[config.mk]
export PLATFORM = sky130hd
export DESIGN_NAME = go_back_n_sender_window
export DESIGN_NICKNAME = d
export VERILOG_FILES = /design/src/design/gbn_pkg.sv /design/src/design/go_back_n_sender_window.sv /design/src/design/gbn_datapath.sv /design/src/design/gbn_ctrl.sv
export SDC_FILE = /design/constraint.sdc
export NUM_CORES = 1
export LEC_CHECK = 0
export BUFFER_PORTS_ARGS = -buffer_cell sky130_fd_sc_hd__buf_2
export CAP_MARGIN = 0
export CORE_MARGIN = 4
export CORE_UTILIZATION = 68
export DETAILED_ROUTE_END_ITERATION = 6
export PLACE_DENSITY = 0.87
export SLEW_MARGIN = 10
export SYNTH_ARGS = -nofsm -noshare
export SYNTH_HDL_FRONTEND = slang
export SYNTH_SLANG_ARGS = --single-unit
[constraint.sdc]
create_clock -name clk -period 13.9 [get_ports clk]
set_input_delay 0 -clock clk [delete_from_list [all_inputs] [get_ports clk]]
set_output_delay 0 -clock clk [all_outputs]
set_load 0.02 [all_outputs]
[src/design/gbn_pkg.sv]
// Shared types and constants for the go-back-N sender window block.
package gbn_pkg;

    localparam int WINDOW = 10;
    localparam int SEQ_W = 16;
    localparam int SEQ_X_W = SEQ_W + 1;
    localparam logic [SEQ_W-1:0] SEQ_LIMIT = '1;

    typedef enum logic [1:0] {
        OP_APPEND  = 2'd0,
        OP_ACK     = 2'd1,
        OP_TIMEOUT = 2'd2,
        OP_NONE    = 2'd3
    } op_t;

    localparam logic [1:0] TMR_LEAVE   = 2'd0;
    localparam logic [1:0] TMR_RESTART = 2'd1;
    localparam logic [1:0] TMR_STOP    = 2'd2;

    typedef enum logic [1:0] {
        ST_IDLE,
        ST_DECODE,
        ST_PLAN,
        ST_EMIT
    } state_t;

    typedef enum logic [1:0] {
        MODE_EMPTY,
        MODE_MOVE,
        MODE_RETX
    } mode_t;

    typedef struct packed {
        logic [1:0]       operation;
        logic [SEQ_W-1:0] ack_number;
        logic             ack_intact;
    } in_word_t;

    typedef struct packed {
        logic             send_valid;
        logic [SEQ_W-1:0] send_number;
        logic [1:0]       timer_action;
        logic             refused;
        logic             last;
    } out_word_t;

    typedef struct packed {
        logic capture;
        logic decode;
        logic plan;
        logic emit;
    } cmd_t;

    typedef struct packed {
        logic out_free;
        logic word_last;
    } status_t;

endpackage

[src/design/go_back_n_sender_window.sv]
// Top level of the go-back-N sender window controller.
// Each input word is one event (append, cumulative ack, timer expiry or no-op) and yields 1 to WINDOW
// output words, the final one flagged last and carrying the timer command and refusal flag.
// After it is accepted an event passes through the decode and window planning states, then
// emits one output word per cycle while the output side does not stall, set by the single send
// cursor that steps through the window; input ready returns the cycle after the last word is
// loaded into the output register.
module go_back_n_sender_window (
    input  logic                clk,
    input  logic                rst_n,
    input  logic                in_valid,
    output logic                in_ready,
    input  gbn_pkg::in_word_t   in_data,
    output logic                out_valid,
    input  logic                out_ready,
    output gbn_pkg::out_word_t  out_data
);

    gbn_pkg::cmd_t    cmd;
    gbn_pkg::status_t status;

    gbn_ctrl u_ctrl (
        .clk      (clk),
        .rst_n    (rst_n),
        .in_valid (in_valid),
        .in_ready (in_ready),
        .status   (status),
        .cmd      (cmd)
    );

    gbn_datapath u_datapath (
        .clk       (clk),
        .rst_n     (rst_n),
        .cmd       (cmd),
        .status    (status),
        .in_data   (in_data),
        .out_data  (out_data),
        .out_valid (out_valid),
        .out_ready (out_ready)
    );

endmodule

[src/design/gbn_datapath.sv]
// Datapath: window counters, send cursor and the output word register.
module gbn_datapath (
    input  logic                clk,
    input  logic                rst_n,
    input  gbn_pkg::cmd_t       cmd,
    output gbn_pkg::status_t    status,
    input  gbn_pkg::in_word_t   in_data,
    output gbn_pkg::out_word_t  out_data,
    output logic                out_valid,
    input  logic                out_ready
);

    gbn_pkg::in_word_t  item_reg;
    gbn_pkg::out_word_t out_reg, out_next;
    logic               out_valid_reg, out_valid_next;

    logic [gbn_pkg::SEQ_X_W-1:0] base_reg, base_next;
    logic [gbn_pkg::SEQ_X_W-1:0] nxt_reg, nxt_next;
    logic [gbn_pkg::SEQ_W-1:0]   queued_reg, queued_next;
    logic [gbn_pkg::SEQ_X_W-1:0] cursor_reg, cursor_next;
    logic [gbn_pkg::SEQ_X_W-1:0] limit_reg, limit_next;
    gbn_pkg::mode_t              mode_reg, mode_next;
    logic [1:0]                  timer_reg, timer_next;
    logic                        refused_reg, refused_next;
    logic                        is_ack_reg, is_ack_next;

    logic [gbn_pkg::SEQ_X_W-1:0] ack_next_seq;
    logic [gbn_pkg::SEQ_X_W-1:0] win_end;
    logic [gbn_pkg::SEQ_X_W-1:0] queue_end;
    logic [gbn_pkg::SEQ_X_W-1:0] move_limit;
    logic [gbn_pkg::SEQ_X_W-1:0] final_nxt;
    logic [gbn_pkg::SEQ_X_W-1:0] cursor_inc;
    logic                        has_send;
    logic                        ack_ok;

    always_comb
    begin
        ack_next_seq = {1'b0, item_reg.ack_number} + gbn_pkg::SEQ_X_W'(1);
        ack_ok = item_reg.ack_intact && (ack_next_seq >= base_reg)
                 && (ack_next_seq <= nxt_reg);
        win_end = base_reg + gbn_pkg::SEQ_X_W'(gbn_pkg::WINDOW);
        queue_end = {1'b0, queued_reg} + gbn_pkg::SEQ_X_W'(1);
        move_limit = (win_end < queue_end) ? win_end : queue_end;
        final_nxt = (nxt_reg < move_limit) ? move_limit : nxt_reg;
        cursor_inc = cursor_reg + gbn_pkg::SEQ_X_W'(1);
        has_send = cursor_reg < limit_reg;
    end

    always_comb
    begin
        base_next = base_reg;
        nxt_next = nxt_reg;
        queued_next = queued_reg;
        cursor_next = cursor_reg;
        limit_next = limit_reg;
        mode_next = mode_reg;
        timer_next = timer_reg;
        refused_next = refused_reg;
        is_ack_next = is_ack_reg;
        out_next = out_reg;
        out_valid_next = out_valid_reg;

        if (cmd.decode)
        begin
            refused_next = 1'b0;
            is_ack_next = 1'b0;
            mode_next = gbn_pkg::MODE_EMPTY;
            timer_next = gbn_pkg::TMR_LEAVE;
            unique case (gbn_pkg::op_t'(item_reg.operation))
                gbn_pkg::OP_APPEND:
                begin
                    if (queued_reg == gbn_pkg::SEQ_LIMIT)
                    begin
                        refused_next = 1'b1;
                    end
                    else
                    begin
                        queued_next = queued_reg + gbn_pkg::SEQ_W'(1);
                        mode_next = gbn_pkg::MODE_MOVE;
                        timer_next = gbn_pkg::TMR_RESTART;
                    end
                end
                gbn_pkg::OP_ACK:
                begin
                    if (ack_ok)
                    begin
                        base_next = ack_next_seq;
                        mode_next = gbn_pkg::MODE_MOVE;
                        is_ack_next = 1'b1;
                    end
                end
                gbn_pkg::OP_TIMEOUT:
                begin
                    mode_next = gbn_pkg::MODE_RETX;
                    timer_next = gbn_pkg::TMR_RESTART;
                end
                gbn_pkg::OP_NONE:
                begin
                    mode_next = gbn_pkg::MODE_EMPTY;
                end
                default:
                begin
                    mode_next = gbn_pkg::MODE_EMPTY;
                end
            endcase
        end

        if (cmd.plan)
        begin
            unique case (mode_reg)
                gbn_pkg::MODE_MOVE:
                begin
                    cursor_next = nxt_reg;
                    limit_next = move_limit;
                    if (is_ack_reg)
                    begin
                        timer_next = (base_reg == final_nxt) ? gbn_pkg::TMR_STOP
                                                             : gbn_pkg::TMR_RESTART;
                    end
                end
                gbn_pkg::MODE_RETX:
                begin
                    cursor_next = base_reg;
                    limit_next = nxt_reg;
                end
                default:
                begin
                    cursor_next = '0;
                    limit_next = '0;
                end
            endcase
        end

        if (cmd.emit)
        begin
            out_valid_next = 1'b1;
            out_next.send_valid = has_send;
            out_next.send_number = has_send ? cursor_reg[gbn_pkg::SEQ_W-1:0] : '0;
            out_next.last = status.word_last;
            out_next.timer_action = status.word_last ? timer_reg : gbn_pkg::TMR_LEAVE;
            out_next.refused = status.word_last ? refused_reg : 1'b0;
            if (has_send)
            begin
                cursor_next = cursor_inc;
                if (mode_reg == gbn_pkg::MODE_MOVE)
                begin
                    nxt_next = cursor_inc;
                end
            end
        end
        else if (out_ready)
        begin
            out_valid_next = 1'b0;
        end
    end

    assign status.out_free = !out_valid_reg || out_ready;
    assign status.word_last = !has_send || (cursor_inc == limit_reg);

    always_ff @(posedge clk or negedge rst_n)
    begin
        if (!rst_n)
        begin
            base_reg <= gbn_pkg::SEQ_X_W'(1);
            nxt_reg <= gbn_pkg::SEQ_X_W'(1);
            queued_reg <= '0;
            mode_reg <= gbn_pkg::MODE_EMPTY;
            out_valid_reg <= 1'b0;
        end
        else
        begin
            base_reg <= base_next;
            nxt_reg <= nxt_next;
            queued_reg <= queued_next;
            mode_reg <= mode_next;
            out_valid_reg <= out_valid_next;
        end
    end

    always_ff @(posedge clk)
    begin
        if (cmd.capture)
        begin
            item_reg <= in_data;
        end
        cursor_reg <= cursor_next;
        limit_reg <= limit_next;
        timer_reg <= timer_next;
        refused_reg <= refused_next;
        is_ack_reg <= is_ack_next;
        out_reg <= out_next;
    end

    assign out_data = out_reg;
    assign out_valid = out_valid_reg;

endmodule

[src/design/gbn_ctrl.sv]
// Controller: sequences decode, planning and word emission for one event.
module gbn_ctrl (
    input  logic              clk,
    input  logic              rst_n,
    input  logic              in_valid,
    output logic              in_ready,
    input  gbn_pkg::status_t  status,
    output gbn_pkg::cmd_t     cmd
);

    gbn_pkg::state_t state_reg, state_next;

    always_ff @(posedge clk or negedge rst_n)
    begin
        if (!rst_n)
        begin
            state_reg <= gbn_pkg::ST_IDLE;
        end
        else
        begin
            state_reg <= state_next;
        end
    end

    always_comb
    begin
        state_next = state_reg;
        cmd = '0;
        in_ready = 1'b0;
        unique case (state_reg)
            gbn_pkg::ST_IDLE:
            begin
                in_ready = 1'b1;
                if (in_valid)
                begin
                    cmd.capture = 1'b1;
                    state_next = gbn_pkg::ST_DECODE;
                end
            end
            gbn_pkg::ST_DECODE:
            begin
                cmd.decode = 1'b1;
                state_next = gbn_pkg::ST_PLAN;
            end
            gbn_pkg::ST_PLAN:
            begin
                cmd.plan = 1'b1;
                state_next = gbn_pkg::ST_EMIT;
            end
            gbn_pkg::ST_EMIT:
            begin
                if (status.out_free)
                begin
                    cmd.emit = 1'b1;
                    if (status.word_last)
                    begin
                        state_next = gbn_pkg::ST_IDLE;
                    end
                end
            end
            default:
            begin
                state_next = gbn_pkg::ST_IDLE;
            end
        endcase
    end

endmodule

## Yosys cells after proc, flatten, opt, wreduce, memory -nomap -nowiden

Cells that the tools add are included.
Widths: inputs -> output; s select.

| storage, ports and cells | value |
|---|---|
| bits in registers | 133 |
| logic and storage cells | 88 |
| input bits | 23 |
| output and inout port bits | 23 |

| cells by class | value |
|---|---|
| reductions and logical operators | 13 |
| muxes and demuxes | 31 |
| bitwise logic cells | 1 |
| magnitude comparators | 5 |
| add/subtract/negate cells | 5 |
| equal/unequal tests | 14 |

Operators by type and width:

| kind | number |
|---|---|
| $mux 17 | 5 |
| $pmux 17 s2 | 2 |
| $lt 17x17->1 | 3 |
| $add 16x1->17 const B | 2 |
| $eq 17x17->1 | 2 |
| $add 17x1->17 const B | 1 |
| $add 17x4->17 const B | 1 |
| $ge 17x17->1 | 1 |
| $le 17x17->1 | 1 |
| $add 16x1->16 const B | 1 |
| $eq 16x16->1 const B | 1 |
| $mux 2 | 8 |
| $pmux 2 s4 | 2 |
| $mux 1 | 13 |
| $reduce_and 3->1 | 4 |
| $eq 2x2->1 const B | 5 |
| $eq 2x1->1 const B | 3 |
| $logic_not 2->1 | 2 |
| $ne 2x2->1 const B | 2 |
| $pmux 2 s2 | 1 |
| $logic_and 1x1->1 | 2 |
| $logic_not 1->1 | 2 |
| $logic_or 1x1->1 | 2 |
| $ne 2x1->1 const B | 1 |
| other kinds (2) | 2 |

## Depth between registers and ports, before layout

| logic depth | value |
|---|---|
| word-level depth | 10 |
| gate-level depth with buffers | 28 |
| depth with buffers taken out | 24 |

## Cells and area by module

Synthesis repeated with hierarchy kept, for this count alone.

| unflattened totals | value |
|---|---|
| cell total of the unflattened synthesis | 1011 |
| area total of the unflattened synthesis | 9480.3 um^2 |

By module, submodules not included:

| module | instances | cells each | area an instance (um^2) | seq. area each (um^2) |
|---|---|---|---|---|
| gbn_datapath | 1 | 996 | 9308.9 | 3480.8 |
| gbn_ctrl | 1 | 15 | 171.4 | 50.0 |

## Least setup slack after synthesis

No wires, ideal clock.

| timing | value |
|---|---|
| path type | register to register |
| start point | register u_datapath.queued_reg[1] in the netlist's numbering |
| end point | register u_datapath.timer_reg[1] |
| period minus slack after synthesis | 5.973 ns |
| path buffers | 3 |
| library setup time | 0.060 ns |
| cell stages (with the launch flop) | 26 |
| arrival | 5.914 ns |
| path slack | 7.927 ns |
| data required time | 13.840 ns |
| path through | dfrtp_1 ha_1 nand3_1 nor4_4 xnor2_1 ha_1 and2_1 a221o_1 a211oi_4 nand2_2 clkbuf_1 clkbuf_1 clkbuf_1 nand2_1 o21ai_0 ha_1 a211oi_1 o21ai_0 o211ai_1 a41oi_1 nor3_1 mux2i_1 xnor2_1 a2111o_1 a2111oi_2 a31o_1 |

| between the ends | value |
|---|---|
| word-level cells in the longest chain between the ends | 10 |

Ends and longest elaborated chain:

| item | line | source |
|---|---|---|
| start, declared | gbn_datapath.sv:19 | `logic [gbn_pkg::SEQ_W-1:0] queued_reg, queued_next;` |
| start signal, assigned | gbn_datapath.sv:174 | `queued_reg <= queued_next;` |
| $add 16x1->17 (*) | gbn_datapath.sv:42 | `queue_end = {1'b0, queued_reg} + gbn_pkg::SEQ_X_W'(1);` |
| $lt 17x17->1 | gbn_datapath.sv:43 | `move_limit = (win_end < queue_end) ? win_end : queue_end;` |
| $mux 17 (*) | gbn_datapath.sv:43 |  |
| $lt 17x17->1 | gbn_datapath.sv:44 | `final_nxt = (nxt_reg < move_limit) ? move_limit : nxt_reg;` |
| $mux 17 (*) | gbn_datapath.sv:44 |  |
| $eq 17x17->1 (*) | gbn_datapath.sv:117 | `timer_next = (base_reg == final_nxt) ? gbn_pkg::TMR_STOP` |
| $mux 2 (*) | gbn_datapath.sv:117 |  |
| $mux 2 (*) | gbn_datapath.sv:115 | `if (is_ack_reg)` |
| $mux 2 (*) | gbn_datapath.sv:110 | `unique case (mode_reg)` |
| $mux 2 (*) | gbn_datapath.sv:108 | `if (cmd.plan)` |
| net u_datapath.timer_next[1] | gbn_datapath.sv:23 | `logic [1:0] timer_reg, timer_next;` |
| end signal, assigned | gbn_datapath.sv:188 | `timer_reg <= timer_next;` |
| end, declared | gbn_datapath.sv:23 |  |

Mark *: on every way through the listed nets, which the timed path passes. The rest lies on a longest branch.
A chain may end at the register's enable or synchronous reset.

## Worst setup path in the final report

| timing | value |
|---|---|
| start point | register u_datapath.queued_reg[0] in the netlist's numbering |
| end point | register u_datapath.timer_reg[0] |

| between the ends | value |
|---|---|
| word-level cells in the longest chain between the ends | 10 |
| elaborated cells between the ends (all ways) | 14 |
| those cells by class | add/sub: 1; order compare: 2; eq/ne: 2; mux: 9 |

Ends and longest elaborated chain:

| item | line |
|---|---|
| $add 16x1->17 | gbn_datapath.sv:42 |
| $lt 17x17->1 | gbn_datapath.sv:43 |
| $mux 17 | gbn_datapath.sv:43 |
| $lt 17x17->1 | gbn_datapath.sv:44 |
| $mux 17 | gbn_datapath.sv:44 |
| $eq 17x17->1 | gbn_datapath.sv:117 |
| $mux 2 | gbn_datapath.sv:117 |
| $mux 2 | gbn_datapath.sv:115 |
| $mux 2 | gbn_datapath.sv:110 |
| $mux 2 (*) | gbn_datapath.sv:108 |
| net u_datapath.timer_next[0] | gbn_datapath.sv:23 |

Marks and branches as above.

==> run summary <==
STATUS
----------------------------------------------------------------------------------------------------
Result of the run                                                                       finished clean

STA
----------------------------------------------------------------------------------------------------
Worst clock skew                                                                             8.24 ps
Final min period                                                                             7150 ps
Post-Route Setup TNS                                                                            0 ps
Final critical-path share of the clock period                                                  0.515
Max Freq                                                                                     140 MHz
Total of endpoints with negative setup slack in the final report                                   0
Actual transition at the worst max-transition pin                                            1100 ps
Post-route worst setup slack                                                                 6750 ps
Endpoints failing hold                                                                             0
Final Max Tran Viols                                                                               0
RSZ-0062 raised after global routing                                                           false
Slew margin rel.                                                                               0.264

CRITICAL PATH
----------------------------------------------------------------------------------------------------
Critical path capture point type                                                                flop
Highest net fanout along the worst path                                                           37
Classification of the worst setup path                                                  flop to flop
Type of origin of the critical path                                                             flop
Signal arrival time at the worst endpoint                                                    7440 ps
Req. time, crit path                                                                       14,190 ps

GLOBAL ROUTE
----------------------------------------------------------------------------------------------------
Pin count of the biggest net entering global routing                                              56
Wire length of the first global-routing pass                                                 42.3 mm
Initial antenna violation count                                                                    0
Via count of the first global-routing pass                                                     7,955
Grt ovf                                                                                            0
Global routing usage summed across all routing layers                                          0.342

CTS
----------------------------------------------------------------------------------------------------
Maximum level of the CTS H-tree                                                                    4
Num Clock Sinks                                                                                  133
Clock-pin slew reported for the worst setup and hold paths after clock tree synthesis          60 ps
CTS tree                                                                                        done
Clock tree root driver cell                                                             sky130_fd_sc_hd__clkbuf_16
Clock insertion delay at the later pin of the skew report                                     420 ps
Buffer depth of the longest clock path                                                             2
Total CTS buffers                                                                                 17
Gates resized, CTS repair                                                                          0

ROUTING
----------------------------------------------------------------------------------------------------
DRT Pass-1 Iters                                                                                   5
Iter 0 DRT Violations                                                                            807
Final antenna-violating net count                                                                  0
Wire length per cell after detailed routing                                                  21.3 um
Number of vias per cell                                                                         6.41
Total number of vias                                                                           8,045
Wire length reported by the detailed router                                                  26.8 mm
Number of remaining DRC errors                                                                     0

FLOORPLANNING
----------------------------------------------------------------------------------------------------
I/O pins                                                                                          46
Effective utilization at floorplan                                                             0.702
Vertical extent of the die                                                                    125 um
Area of the die                                                                          15,700 um^2
Die width                                                                                     125 um
Core area                                                                                13,300 um^2
Count of standard-cell rows                                                                       42

CELLS AND AREA
----------------------------------------------------------------------------------------------------
Footprint of the multi-input gates                                                         5330 um^2
Area of all sequential standard cells                                                      3530 um^2
Area overhead of the layout relative to synthesis                                              11.9%
Flip-flop count of the largest register after layout                                              21
Fraction of layout cells with a size suffix above 1                                            0.109
Net count, final                                                                               1,183
Final Core Density                                                                             0.786
Final non-filler cell area                                                               10,500 um^2
# diodes                                                                                           0
Fillers                                                                                          873

PLACED DESIGN
----------------------------------------------------------------------------------------------------
Setup slack after placement                                                                  6940 ps
Placed cell areas                                                                          9720 um^2
Final weighted congestion in routability-driven placement                                      0.985
Number of buffers added on ports                                                                  45
HPWL after detailed placement                                                                19.2 mm

POWER
----------------------------------------------------------------------------------------------------
Leakage component of the power                                                            0.00432 uW
Worst supply voltage drop on vdd                                                            0.157 mV
PwrDens                                                                                  237 nW/um^2

YOSYS
----------------------------------------------------------------------------------------------------
Count of flip-flops with a built-in enable after synthesis                                        59
Most common flop cell mapped by yosys                                                   sky130_fd_sc_hd__edfxtp_1
Sequential element share of the synthesized area                                               0.377
Net count of the mapped netlist                                                                1,132
Combined area of all synthesized cells                                                     9380 um^2
Proportion of synthesized flip-flops having asynchronous set or reset                          0.414
Mean area per synthesized cell                                                             9.23 um^2
Gate Count Post-Synth                                                                          1,016
Synth warn                                                                                         0
Library cells used by synthesis                                                                   68
Flip-flop and latch count after synthesis                                                        133

RUN
----------------------------------------------------------------------------------------------------
Number of max-capacitance violations reported                                                      0

WORST HOLD PATH
----------------------------------------------------------------------------------------------------
Path class of the lowest-slack min-delay path                                           input port to flop

## worst paths after layout
kind | from | to | slack [ps] | cells past startpoint
max | u_datapath.queued_reg[0] | u_datapath.timer_reg[0] | 6750 | 23
min | in_valid | u_ctrl.state_reg[0] | 20 | 4
max reg2reg | u_datapath.queued_reg[0] | u_datapath.timer_reg[0] | 6750 | 23
min reg2reg | u_datapath.timer_reg[1] | u_datapath.timer_reg[1] | 510 | 1
max in group asynchronous | rst_n | u_datapath.out_valid | 13110 | 3
min in group asynchronous | rst_n | u_datapath.base_reg[1] | 280 | 3
## worst max-delay path, cell delays in order, from the launching register on
cell                        delay, ps
sky130_fd_sc_hd__dfrtp_1          570
sky130_fd_sc_hd__ha_1             280
sky130_fd_sc_hd__nand3_1          310
sky130_fd_sc_hd__nor4_4           470
sky130_fd_sc_hd__xnor2_1          230
sky130_fd_sc_hd__ha_1             310
sky130_fd_sc_hd__and2_1           170
sky130_fd_sc_hd__a221o_1          350
sky130_fd_sc_hd__a211oi_4         340
sky130_fd_sc_hd__nand2_2          440
sky130_fd_sc_hd__a21oi_1          530
sky130_fd_sc_hd__inv_1             90
sky130_fd_sc_hd__ha_1             310
sky130_fd_sc_hd__a21oi_1           60
sky130_fd_sc_hd__o21ai_0          230
sky130_fd_sc_hd__nand3_1          110
sky130_fd_sc_hd__a41oi_1          580
sky130_fd_sc_hd__nor3_1           140
sky130_fd_sc_hd__buf_4            230
sky130_fd_sc_hd__mux2i_1          140
sky130_fd_sc_hd__xnor2_1          160
sky130_fd_sc_hd__a2111o_1         410
sky130_fd_sc_hd__a2111oi_2        450
sky130_fd_sc_hd__a21oi_1           90
## layout by cell type, fill, tap and decap left out, drive strengths merged, types with 21 or more instances in the layout
cell	count
nor2	64
nand3	33
nand2	85
a22oi	26
buf	54
edfxtp	59
dfrtp	53
a21oi	43
nand4	24
ha	93
clkbuf	22
xnor2	84
dlygate4sd3	21
nor3	36
o21ai	59
inv	93
## report_power, final
group | switching (uW) | leakage (uW) | internal [uW] | total, uW
logic | 838 | 0.00261 | 520 | 1360
clock network | 169 | 0.000277 | 267 | 436
registers | 148 | 0.00144 | 547 | 695
## metrics by stage
stage               hold WS, ps  cells  power [uW]
global placement            176   1203        1980
global route               27.4   1256        2650
finish                     21.0   1256        2490
floorplan                  -296   1016        1640
detailed placement          178   1203        2000
CTS                        11.4   1256        2450
## Yosys cell counts (4+ instances only)
cell type	instances	area [um^2]
sky130_fd_sc_hd__xnor2_1	84	736
sky130_fd_sc_hd__dfrtp_1	53	1330
sky130_fd_sc_hd__nand4_1	24	150
sky130_fd_sc_hd__xor2_1	18	158
sky130_fd_sc_hd__o211ai_1	7	52.6
sky130_fd_sc_hd__nor2_1	63	236
sky130_fd_sc_hd__ha_1	93	1160
sky130_fd_sc_hd__or3_1	5	31.3
sky130_fd_sc_hd__o21ai_0	57	285
sky130_fd_sc_hd__or2_2	4	25.0
sky130_fd_sc_hd__nor2b_1	11	68.8
sky130_fd_sc_hd__mux2i_1	8	80.1
sky130_fd_sc_hd__mux2_2	19	214
sky130_fd_sc_hd__o22ai_1	17	106
sky130_fd_sc_hd__nor4_1	10	62.6
sky130_fd_sc_hd__a211o_1	5	43.8
sky130_fd_sc_hd__edfxtp_1	59	1770
sky130_fd_sc_hd__nand2_1	84	315
sky130_fd_sc_hd__a21o_1	10	75.1
sky130_fd_sc_hd__clkbuf_1	38	143
sky130_fd_sc_hd__dfxtp_1	19	380
sky130_fd_sc_hd__and3_1	11	68.8
sky130_fd_sc_hd__a21oi_1	43	215
sky130_fd_sc_hd__o21a_1	17	128
sky130_fd_sc_hd__nand2b_1	7	43.8
sky130_fd_sc_hd__and2_1	4	25.0
sky130_fd_sc_hd__inv_1	93	349
sky130_fd_sc_hd__nand3_1	33	165
sky130_fd_sc_hd__nor3_1	35	175
sky130_fd_sc_hd__a22oi_1	26	195
## what timing repair did
item                                    in CTS  in global routing
hold buffers                                21                  0
endpoints found under the setup margin       0                  0
setup buffers                                0                  0
hold endpoints to repair                    73                  0
## layout make-up
class | instances | share of cell area
Timing Repair Buffer | 75 | 0.0479
Clock inverter | 10 | 0.0101
Clock buffer | 22 | 0.0433
Inverter | 93 | 0.0333
Sequential cell | 133 | 0.337
Multi-Input combinational cell | 747 | 0.508
Tap cell | 176 | 0.0210
## cells by family after synthesis
group           Yosys count  synth area share
buf+inv                 136            0.0555
xor+xnor                102            0.0953
flops                   133             0.377
mux                      27            0.0314
simple gates            306             0.160
fa+ha+maj                93             0.124
compound gates          219             0.157
## metal layers
metal / GRT usage / vias up / routed length [um]
li1: - / 3726 / -
met1: 0.414 / 3859 / 10600
met2: 0.581 / 374 / 13200
met3: 0.0674 / 86 / 1810
met4: 0.168 / 0 / 1250
met5: 0 / - / 0
(Power assumes the default switching activity.)
